===== config.mk =====
export PLATFORM = sky130hd
export DESIGN_NAME = cdcc_ram
export DESIGN_NICKNAME = d
export VERILOG_FILES = /design/src/cdcc_ram.sv
export SDC_FILE = /design/constraint.sdc
export NUM_CORES = 1
export LEC_CHECK = 0
export BUFFER_PORTS_ARGS = -buffer_cell sky130_fd_sc_hd__buf_2
export CORE_MARGIN = 3
export CORE_UTILIZATION = 25
export DETAILED_ROUTE_END_ITERATION = 10
export PLACE_DENSITY = 0.49
export SYNTH_ARGS = -nofsm -noshare
export SYNTH_HDL_FRONTEND = slang
export SYNTH_SLANG_ARGS = --single-unit
export TNS_END_PERCENT = 50

===== constraint.sdc =====
create_clock -name i_clk -period 2.6 [get_ports i_clk]
set_input_delay 0.13 -clock i_clk [delete_from_list [all_inputs] [get_ports i_clk]]
set_output_delay 0.13 -clock i_clk [all_outputs]
set_load 0.02 [all_outputs]

===== src/cdcc_ram.sv =====
// generic single write port ram with registered read
// no dependencies
module cdcc_ram #(
    parameter int WIDTH = 8,
    parameter int DEPTH = 16
) (
    input  logic                     i_clk,
    input  logic                     i_we,
    input  logic [$clog2(DEPTH)-1:0] i_waddr,
    input  logic [WIDTH-1:0]         i_wdata,
    input  logic [$clog2(DEPTH)-1:0] i_raddr,
    output logic [WIDTH-1:0]         o_rdata
);
    logic [WIDTH-1:0] r_mem [DEPTH];
    logic [WIDTH-1:0] r_rdata;

    always_ff @(posedge i_clk) begin
        if (i_we) begin
            r_mem[i_waddr] <= i_wdata;
        end
        r_rdata <= r_mem[i_raddr];
    end

    assign o_rdata = r_rdata;
endmodule


==> run summary, run 1 <==
final cell count without fillers -> 558
fin crit share -> 0.559
initial DRC count -> 239
CTS Hold Bufs -> 0
vias per cell -> 4.35
Max Cap Viol -> 0
warnings from Yosys -> 0
core area -> 19800 sq um
final hold vios -> 0
post-synthesis sequential area ratio -> 0.778
Clk Latency, worst-skew pair -> 420 ps
Post-CTS Resized -> 0
Initial Util -> 0.259
syn_area_per_cell -> 22.5 sq um
Overflow after GRT -> 0
Clock power frac -> 0.483
pre-CTS setup slack -> 671 ps
Flop pwr share -> 0.471
clk root buf -> clkbuf_16
share of layout cells above drive strength 1 -> 0.307
Die ar. -> 22300 sq um
GR peak layer -> met1
global-route wire length before repair -> 16500 um
Net Sw Frac -> 0.194
crit end category -> flip-flop
status -> finished, final reports clean
met3 Usage GRT -> 0.0327
total CTS buffers -> 17
largest net degree at the start of global routing -> 33
Ports -> 26
multiplexer area fraction after synthesis -> 0.150
Post-Syn Nets -> 247
Detail Route Antenna Nets -> 0
commonest non-fill, non-tap cell in the layout -> edfxtp_1
initial antenna violation count -> 1
DR WL/cell -> 19.7 um
drt first pass iters -> 4
M2 GR Usage -> 0.149
WS Path Type -> in2reg
PnR worst setup slack -> 1150 ps
clock sink count -> 136
net load switching power -> 1.02 mW
DIE WIDTH -> 149 um
VDD IR-drop max -> 0.435 mV
DP Cell Count -> 526
via count -> 2427
ANT cells -> 0
Worst setup SP type -> input pin
Worst Path Required -> 2640 ps
Simple-Gate Fraction of Synth Area -> 0.0318
complex-gate fraction of the synthesized area -> 0.0233
cell area after synthesis -> 5150 sq um
actual slew at the worst max-slew pin -> 903 ps
Leakage -> 2.09 nW
die height -> 149 um
PortBufs -> 25
synthesized-area fraction occupied by adder cells -> 0
vias in the first global route -> 2567
dpl hpwl -> 7110 um
pwr/cell area -> 835 nW/um^2
Distinct cells, synth -> 19
cells after synthesis -> 229
RSZ-0062 raised after global routing -> no
CTS clk-pin slew, worst paths -> 60 ps
maximum clock rate -> 688 MHz
CP Max Fanout -> 8
Comb pwr share -> 0.047
clock period minus worst slack -> 1450 ps
CP max stage cell -> nor2_1
Final setup viols -> 0
Worst Path Arrival -> 1490 ps
Post-CTS Setup Bufs -> 0
Worst Hold Class -> in2reg
drt total wl -> 11000 um
routability cong. -> 0.672
post-synthesis xor/xnor area fraction -> 0
Overall Global Routing Usage -> 0.106
TritonCTS clock tree -> built
final slew viol count -> 0
P_int -> 4.23 mW
Yosys reg bits -> 136
worst-path cell chain -> buf_2, or3b_2, nor2_1
Area Overhead vs Synth -> 22.2%
met1 Use GR -> 0.155
Setup TNS -> 0 ps
crit-path max cell delay -> 710 ps
Post-route DRC -> 0
nets -> 298
clock buffer depth -> 2
most frequent cells in the layout -> edfxtp_1 (128), buf_2 (25), mux4_2 (18), clkbuf_16 (17)
Slew headroom -> 0.396
final setup skew -> 6.89 ps
largest family of logic cells by synthesized area -> multiplexers
row count -> 51
H-tree depth -> 4
[registers in the layout, indices dropped and copies added (netlist names)]
register  count
r_mem       128
o_rdata       8
[critical path: cells and delay by family]
kind,cells,cell delay [ps]
buf+inv,1,130
simple gates,2,1230
[final timing paths]
path | slack, ps | startpoint | end | cells after the start
worst max-delay path | 1150 | i_waddr[2] | r_mem[2][1] | 3
worst min-delay path | 100 | i_wdata[1] | r_mem[6][1] | 1
worst max register to register | 1190 | r_mem[0][7] | o_rdata[7] | 3
worst min register to register | 670 | r_mem[4][1] | o_rdata[1] | 3
[cells in the mapped netlist, drive strengths merged]
cell           count  area [sq um]
edfxtp           128          3840
a22oi             16           120
mux4              32           773
and2               1          6.26
nor2b              1          6.26
or3b               1          8.76
nand3              1          5.00
buf                7          56.3
nand2b             2          12.5
nand3b             2          15.0
dfxtp              8           160
and2b              1          7.51
nor3               4          20.0
clkdlybuf4s25      3          30.0
nand2              9          33.8
nor2              13          48.8
[power by group through the flow]
stage	Clock, mW	Sequential [mW]	Combinational [mW]
after floorplan	0	2.53	0.124
after global placement	0	2.52	0.248
after detailed placement	0	2.52	0.252
after CTS	2.57	2.47	0.252
after global routing	2.68	2.48	0.269
final	2.53	2.47	0.246
[per-layer routing]
| layer | wire [um] | vias to the layer above |
|---|---|---|
| met5 | 0 | - |
| met4 | 159 | 0 |
| met3 | 725 | 15 |
| met2 | 4780 | 69 |
| met1 | 5310 | 1265 |
| li1 | - | 1078 |
[layout make-up]
cell class	instances	area, sq um
clock inverter	15	208
clock buffer	17	425
tap	265	332
multi-input combinational	83	1060
fill	1903	13600
sequential	136	4000
timing repair buffer	42	265
[cell families after synthesis]
logic type | Yosys count
AOI/OAI and AO/OA | 16
buffers and inverters | 10
DFF | 136
muxes | 32
and+or+nand+nor | 35
[stage by stage]
| step | utilization | hold slack (ps) | area, sq um | total power [mW] |
|---|---|---|---|---|
| after floorplan | - | 229 | 5150 | 2.65 |
| after global placement | 0.285 | 526 | 5660 | 2.76 |
| after detailed placement | 0.285 | 534 | 5660 | 2.77 |
| after CTS | 0.317 | 90.9 | 6290 | 5.30 |
| after global routing | 0.317 | 94.9 | 6290 | 5.42 |
| final | 0.317 | 97.0 | 6290 | 5.25 |
(Power assumes the default switching activity.)
==> run 2, diff against run 1 <==
--- a/config.mk
+++ b/config.mk
@@ -5,11 +5,12 @@
 export SDC_FILE = /design/constraint.sdc
 export NUM_CORES = 1
 export LEC_CHECK = 0
+export ABC_AREA = 1
 export BUFFER_PORTS_ARGS = -buffer_cell sky130_fd_sc_hd__buf_2
 export CORE_MARGIN = 3
 export CORE_UTILIZATION = 25
 export DETAILED_ROUTE_END_ITERATION = 10
-export PLACE_DENSITY = 0.49
+export PLACE_DENSITY = 0.51
 export SYNTH_ARGS = -nofsm -noshare
 export SYNTH_HDL_FRONTEND = slang
 export SYNTH_SLANG_ARGS = --single-unit
==> constraint.sdc (replaced) <==
create_clock -name i_clk -period 1.3 [get_ports i_clk]
set_input_delay 0.065 -clock i_clk [delete_from_list [all_inputs] [get_ports i_clk]]
set_output_delay 0.065 -clock i_clk [all_outputs]
set_load 0.02 [all_outputs]
==> run 2 against run 1 <==
Net effect:
- first-iteration DRC count is 37% higher
- power is 87% higher
- critical path depth is 2 lower
- flip-flop and latch count stayed put
- routed wire length is 29% higher
- synthesized cell count is 140% higher
- setup slack worse by 890 ps
- clock power is 67% higher
- utilization is 0.88 points lower
- sequential power is 100% higher
- via count is 53% higher
- largest cell class unchanged
- highest routed layer unchanged
==> run summary, run 2 <==
Slew headroom -> 0.727 (+0.331)
cell area after synthesis -> 5770 sq um (+12%)
actual slew at the worst max-slew pin -> 410 ps (-494 ps)
final slew viol count -> 0 (unchanged)
Ports -> 26 (unchanged)
max FFs per register -> 128 (unchanged)
clk root buf -> clkbuf_16
Overall Global Routing Usage -> 0.117 (+0.0111)
via count -> 3723 (+53%)
Setup TNS -> 0 ps (unchanged)
RSZ-0062 raised after global routing -> no
commonest non-fill, non-tap cell in the layout -> nand2_1
TritonCTS clock tree -> built
most frequent cell after synthesis -> nand2_1
fin crit share -> 0.805
Area Overhead vs Synth -> 18.8%
Worst Hold Class -> in2reg
Fin Hold WS -> 61.0 ps (-36.1 ps)
Post-Syn Nets -> 569 (+130%)
Distinct cells, synth -> 12 (-7)
final setup skew -> 15.1 ps (+8.20 ps)
maximum clock rate -> 956 MHz
pre-CTS setup slack -> 135 ps (-536 ps)
VDD IR-drop max -> 0.765 mV (+76%)
worst-path cell chain -> buf_2
most frequent cells in the layout -> nand2_1 (173), edfxtp_1 (128), inv_1 (100), nand3_1 (97), buf_2 (25)
Worst Path Required -> 1240 ps (-1400 ps)
Overflow after GRT -> 0 (unchanged)
Die ar. -> 24900 sq um (+12%)
crit end category -> output port
reg2reg setup slack -> 250 ps (-940 ps)
top-area cell type share of the netlist area -> 0.667 (-0.0802)
syn_area_per_cell -> 10.5 sq um (-53%)
cell area after layout -> 6850 sq um (+8.9%)
status -> finished, final reports clean
WP buf/inv -> 1 (unchanged)
clock sink count -> 136 (unchanged)
CP Max Fanout -> 1 (-7)
post-synthesis sequential area ratio -> 0.694 (-0.0835)
Initial Util -> 0.259 (about the same)
Worst Path Arrival -> 980 ps (-510 ps)
Post-CTS Resized -> 0 (unchanged)
initial antenna violation count -> 0 (-1)
Detail Route Antenna Nets -> 0 (unchanged)
PnR worst setup slack -> 254 ps (-892 ps)
CTS clk-pin slew, worst paths -> 50 ps (about the same)
nets -> 617 (+110%)
WS Path Type -> reg2out
global-route wire length before repair -> 21300 um (+29%)
drt first pass iters -> 7 (+3)
Synth top cells by count -> nand2_1 (173), edfxtp_1 (128), inv_1 (100)
DR WL/cell -> 15.9 um (-19%)
DIE WIDTH -> 158 um (+5.6%)
number of flops mapped to enable cells by yosys -> 128 (unchanged)
share of flip-flops with an asynchronous set or reset -> 0 (unchanged)
Post-CTS Setup Bufs -> 0 (unchanged)
vias per cell -> 4.17 (-4.0%)
fin util -> 0.308 (-0.00878)
CTS Hold Bufs -> 0 (unchanged)
crit-path max cell delay -> 370 ps (-340 ps)
final hold vios -> 0 (unchanged)
Final setup viols -> 0 (unchanged)
Post-DP Area -> 6340 sq um (+12%)
initial DRC count -> 327 (+37%)
vias in the first global route -> 3527 (+37%)
drt total wl -> 14100 um (+29%)
top flip-flop cell by instance count after synthesis -> edfxtp_1
cell family with most CP delay -> flip-flops
Worst setup SP type -> flip-flop
ANT cells -> 0 (unchanged)
die height -> 158 um (+5.6%)
CP max stage cell -> dfxtp_1
synth top area cells -> edfxtp_1 (67%), nand2_1 (11%), nand3_1 (8.4%)
row count -> 54 (+5.9%)
cells after synthesis -> 551 (+140%)
core area -> 22200 sq um (+12%)
largest net degree at the start of global routing -> 53 (+61%)
Yosys reg bits -> 136 (unchanged)
total CTS buffers -> 17 (unchanged)
warnings from Yosys -> 0 (unchanged)
routability cong. -> 0.750 (+12%)
dpl hpwl -> 8870 um (+25%)
largest register by flop count -> r_mem
Leakage -> 2.93 nW (+40%)
clock period minus worst slack -> 1050 ps
post-synth top area cell -> edfxtp_1
Clk Latency, worst-skew pair -> 420 ps (about the same)
share of layout cells above drive strength 1 -> 0.127 (-0.180)
clock buffer depth -> 2 (unchanged)
PortBufs -> 25 (unchanged)
Post-route DRC -> 0 (unchanged)
pwr/cell area -> 1430 nW/um^2 (+72%)
Max Cap Viol -> 0 (unchanged)
H-tree depth -> 4 (unchanged)
## run 2: changes by cell type in the layout (fill, tap and decap cells not counted), sizes merged, moves of 2 or more
cell | before | now
a22oi | 16 | 0
buf | 42 | 53
bufinv | 5 | 0
clkbuf | 17 | 27
clkinv | 7 | 5
clkinvlp | 3 | 0
inv | 0 | 102
mux4 | 32 | 0
nand2 | 9 | 173
nand2b | 2 | 0
nand3 | 1 | 97
nor2 | 13 | 17
nor3 | 4 | 0
## run 2: report_power, final
group          switching, mW  internal [mW]  total, mW
logic                  0.466          0.202      0.667
clock network           1.66           2.56       4.22
registers             0.0303           4.90       4.94
total                   2.15           7.67       9.82
## run 2: final timing paths
kind,cells after the start,start,end
setup reg to reg,6,r_mem[2][0],o_rdata[0]
hold / removal,1,i_wdata[2],r_mem[0][2]
setup / recovery,1,o_rdata[6],o_rdata[6]
hold reg to reg,6,r_mem[10][6],o_rdata[6]
## run 2: cell type report
cell class / count / area, sq um
fillers: 2267 / 15400
flip-flops and latches: 136 / 4000
multi-input cells: 289 / 1210
clock buffers: 27 / 493
repair buffers: 53 / 385
inverters: 102 / 383
well taps: 280 / 350
clock inverters: 5 / 22.5
## run 2: logic make-up after synthesis
| group | Yosys count | synth area share |
|---|---|---|
| flip-flops | 136 | 0.694 |
| AND/OR/NAND/NOR | 289 | 0.210 |
| buffers and inverters | 126 | 0.0952 |
## run 2: per-stage QoR
stage	cells	total power, mW
after floorplan	551	5.40
after global placement	860	5.70
after detailed placement	860	5.71
after CTS	892	9.92
after global routing	892	10.2
final	892	9.82
## run 2: worst reg2reg max path, delay by kind of cell (launching register included)
kind | cells | cell delay [ps]
DFF | 1 | 360
and+or+nand+nor | 6 | 570
## run 2: per-layer routing
metal | share of wire | GRT usage | vias up
met4 | 0.0064 | 0.0384 | 0
met2 | 0.46 | 0.178 | 78
met5 | 0 | 0 | -
met1 | 0.49 | 0.166 | 1775
li1 | - | - | 1864
met3 | 0.044 | 0.0268 | 6
==> run 3, diff against run 2 <==
--- a/config.mk
+++ b/config.mk
@@ -5,7 +5,7 @@
 export SDC_FILE = /design/constraint.sdc
 export NUM_CORES = 1
 export LEC_CHECK = 0
-export ABC_AREA = 1
+export ABC_AREA = 0
 export BUFFER_PORTS_ARGS = -buffer_cell sky130_fd_sc_hd__buf_2
 export CORE_MARGIN = 3
 export CORE_UTILIZATION = 25
==> constraint.sdc (replaced) <==
create_clock -name i_clk -period 0.9 [get_ports i_clk]
set_input_delay 0.045 -clock i_clk [delete_from_list [all_inputs] [get_ports i_clk]]
set_output_delay 0.045 -clock i_clk [all_outputs]
set_load 0.02 [all_outputs]
==> run 3 against run 2 <==
Net effect:
- the flow now finishes with violations (negative setup slack)
- largest cell class unchanged
- power is 54% higher
- count of clock-buffer cells in the layout down 3
- final area shrank 3.2%
- largest power group unchanged
- flip-flop and latch count is the same
- clock power is 69% higher
- via count decreased by 34%
- highest routed layer unchanged
- utilization up 2.6 points
==> run summary, run 3 (synthesis gave the netlist of run 1 again) <==
M2 GR Usage -> 0.170 (-0.00794)
total CTS buffers -> 17 (unchanged)
Net Sw Frac -> 0.194 (-0.0247)
Worst Path Arrival -> 1570 ps (+590 ps)
final hold vios -> 0 (unchanged)
cell area after layout -> 6630 sq um (-3.2%)
Worst Hold Class -> in2reg
largest register by flop count -> r_mem
fin util -> 0.334 (+0.0259)
Flop pwr share -> 0.472 (-0.030)
TritonCTS clock tree -> built
most frequent cells in the layout -> edfxtp_1 (128), mux4_2 (32), buf_4 (18), clkbuf_16 (17), buf_2 (17)
Area Overhead vs Synth -> 28.8%
PnR worst setup slack -> -368 ps (-622 ps)
WS Path Type -> reg2reg
net load switching power -> 2.94 mW (+37%)
Die ar. -> 22300 sq um (-10%)
Comb pwr share -> 0.058 (-0.010)
initial antenna violation count -> 0 (unchanged)
final slew viol count -> 0 (unchanged)
drt first pass iters -> 4 (-3)
fin crit share -> 1.41
actual slew at the worst max-slew pin -> 938 ps (+528 ps)
ANT cells -> 0 (unchanged)
global-route wire length before repair -> 17300 um (-19%)
Clock power frac -> 0.470 (+0.040)
Post-DP Area -> 5900 sq um (-6.8%)
Overall Global Routing Usage -> 0.111 (-0.00679)
crit end category -> flip-flop
Overflow after GRT -> 0 (unchanged)
pwr/cell area -> 2280 nW/um^2 (+59%)
CTS Hold Bufs -> 0 (unchanged)
VDD IR-drop max -> 1.26 mV (+65%)
nets -> 311 (-50%)
failing checks -> negative setup slack
Worst setup SP type -> flip-flop
Leakage -> 2.17 nW (-26%)
H-tree depth -> 4 (unchanged)
PortBufs -> 25 (unchanged)
Worst Path Required -> 1200 ps (-40 ps)
Max Cap Viol -> 0 (unchanged)
vias in the first global route -> 2638 (-25%)
Setup TNS -> -2630 ps (-2630 ps)
Initial Util -> 0.259 (about the same)
drt total wl -> 11200 um (-21%)
maximum clock rate -> 789 MHz
Clk Latency, worst-skew pair -> 410 ps (about the same)
P_int -> 12.2 mW (+59%)
CP Max Fanout -> 1 (unchanged)
met1 Use GR -> 0.147 (-0.0192)
met3 Usage GRT -> 0.0327 (+0.00592)
status -> finished, violations left
Fin Hold WS -> 10.1 ps (-50.9 ps)
vias per cell -> 4.27 (+2.4%)
RSZ-0062 raised after global routing -> yes
Final setup viols -> 12 (+12)
pre-CTS setup slack -> -552 ps (-687 ps)
share of layout cells above drive strength 1 -> 0.464 (+0.337)
Ports -> 26 (unchanged)
clock sink count -> 136 (unchanged)
DR WL/cell -> 19.6 um (+24%)
routability cong. -> 0.686 (-8.6%)
Slew headroom -> 0.373 (-0.354)
FILL cells -> 1871 (-17%)
CTS clk-pin slew, worst paths -> 60 ps (about the same)
dpl hpwl -> 7390 um (-17%)
Post-CTS Setup Bufs -> 0 (unchanged)
max FFs per register -> 128 (unchanged)
initial DRC count -> 201 (-39%)
Post-route DRC -> 0 (unchanged)
row count -> 51 (-5.6%)
clock buffer depth -> 2 (unchanged)
largest net degree at the start of global routing -> 24 (-55%)
clk root buf -> clkbuf_16
via count -> 2441 (-34%)
Detail Route Antenna Nets -> 0 (unchanged)
core area -> 19800 sq um (-11%)
clock period minus worst slack -> 1270 ps
commonest non-fill, non-tap cell in the layout -> edfxtp_1
die height -> 149 um (-5.3%)
DIE WIDTH -> 149 um (-5.3%)
GR peak layer -> met2
final setup skew -> 7.02 ps (-8.07 ps)
run 3: changes by cell type in the layout (fill, tap and decap cells not counted), sizes merged, moves of 2 or more:
| cell | previous run | this run |
|---|---|---|
| bufinv | 0 | 3 |
| mux4 | 0 | 32 |
| a22oi | 0 | 16 |
| nor2 | 17 | 13 |
| nand2 | 173 | 9 |
| buf | 53 | 55 |
| inv | 102 | 0 |
| nand3 | 97 | 1 |
| nand2b | 0 | 2 |
| nor3 | 0 | 4 |
| clkbuf | 27 | 24 |
run 3: metal layers:
| metal | routed length, um | vias to the layer above |
|---|---|---|
| li1 | - | 1092 |
| met1 | 5150 | 1291 |
| met2 | 5440 | 44 |
| met3 | 421 | 14 |
| met4 | 197 | 0 |
| met5 | 0 | - |
run 3: worst paths after layout:
kind | from | endpoint | slack, ps | depth (start not counted)
max | r_mem[7][6] | o_rdata[6] | -370 | 3
min | i_wdata[5] | r_mem[0][5] | 10 | 1
max reg2reg | r_mem[7][6] | o_rdata[6] | -370 | 3
min reg2reg | r_mem[14][1] | o_rdata[1] | 670 | 3
run 3: power groups by stage:
stage / Combinational [mW] / Sequential (mW) / Clock (mW)
after global routing: 0.960 / 7.16 / 7.62
final: 0.880 / 7.14 / 7.12
after detailed placement: 0.821 / 7.26 / 0
after global placement: 0.806 / 7.25 / 0
after CTS: 0.896 / 7.15 / 7.23
after floorplan: 0.402 / 7.30 / 0
run 3: layout make-up:
cell class	count	area (sq um)	area share
Sequential cell	136	4010	0.605
Multi-Input combinational cell	83	1120	0.169
Timing Repair Buffer	55	551	0.0830
Clock buffer	24	502	0.0757
Tap cell	265	332	0.0500
Clock inverter	8	116	0.0176
run 3: stage by stage:
stage	cells	total power, mW
after floorplan	229	7.70
after global placement	539	8.06
after detailed placement	539	8.08
after CTS	571	15.3
after global routing	571	15.7
final	571	15.1
run 3: timing repair:
action / 4_1_cts / 5_1_grt
endpoints found under the hold margin: 0 / 0
gates resized for setup: 30 / 3
gates cloned: 0 / 0
endpoints found under the setup margin: 16 / 16
pin swaps: 3 / 3
run 3: worst max-delay path, cell delays in order, from the launching register on:
cell,delay (ps)
edfxtp_1,390
mux4_2,510
a22oi_2,180
nand2_1,70
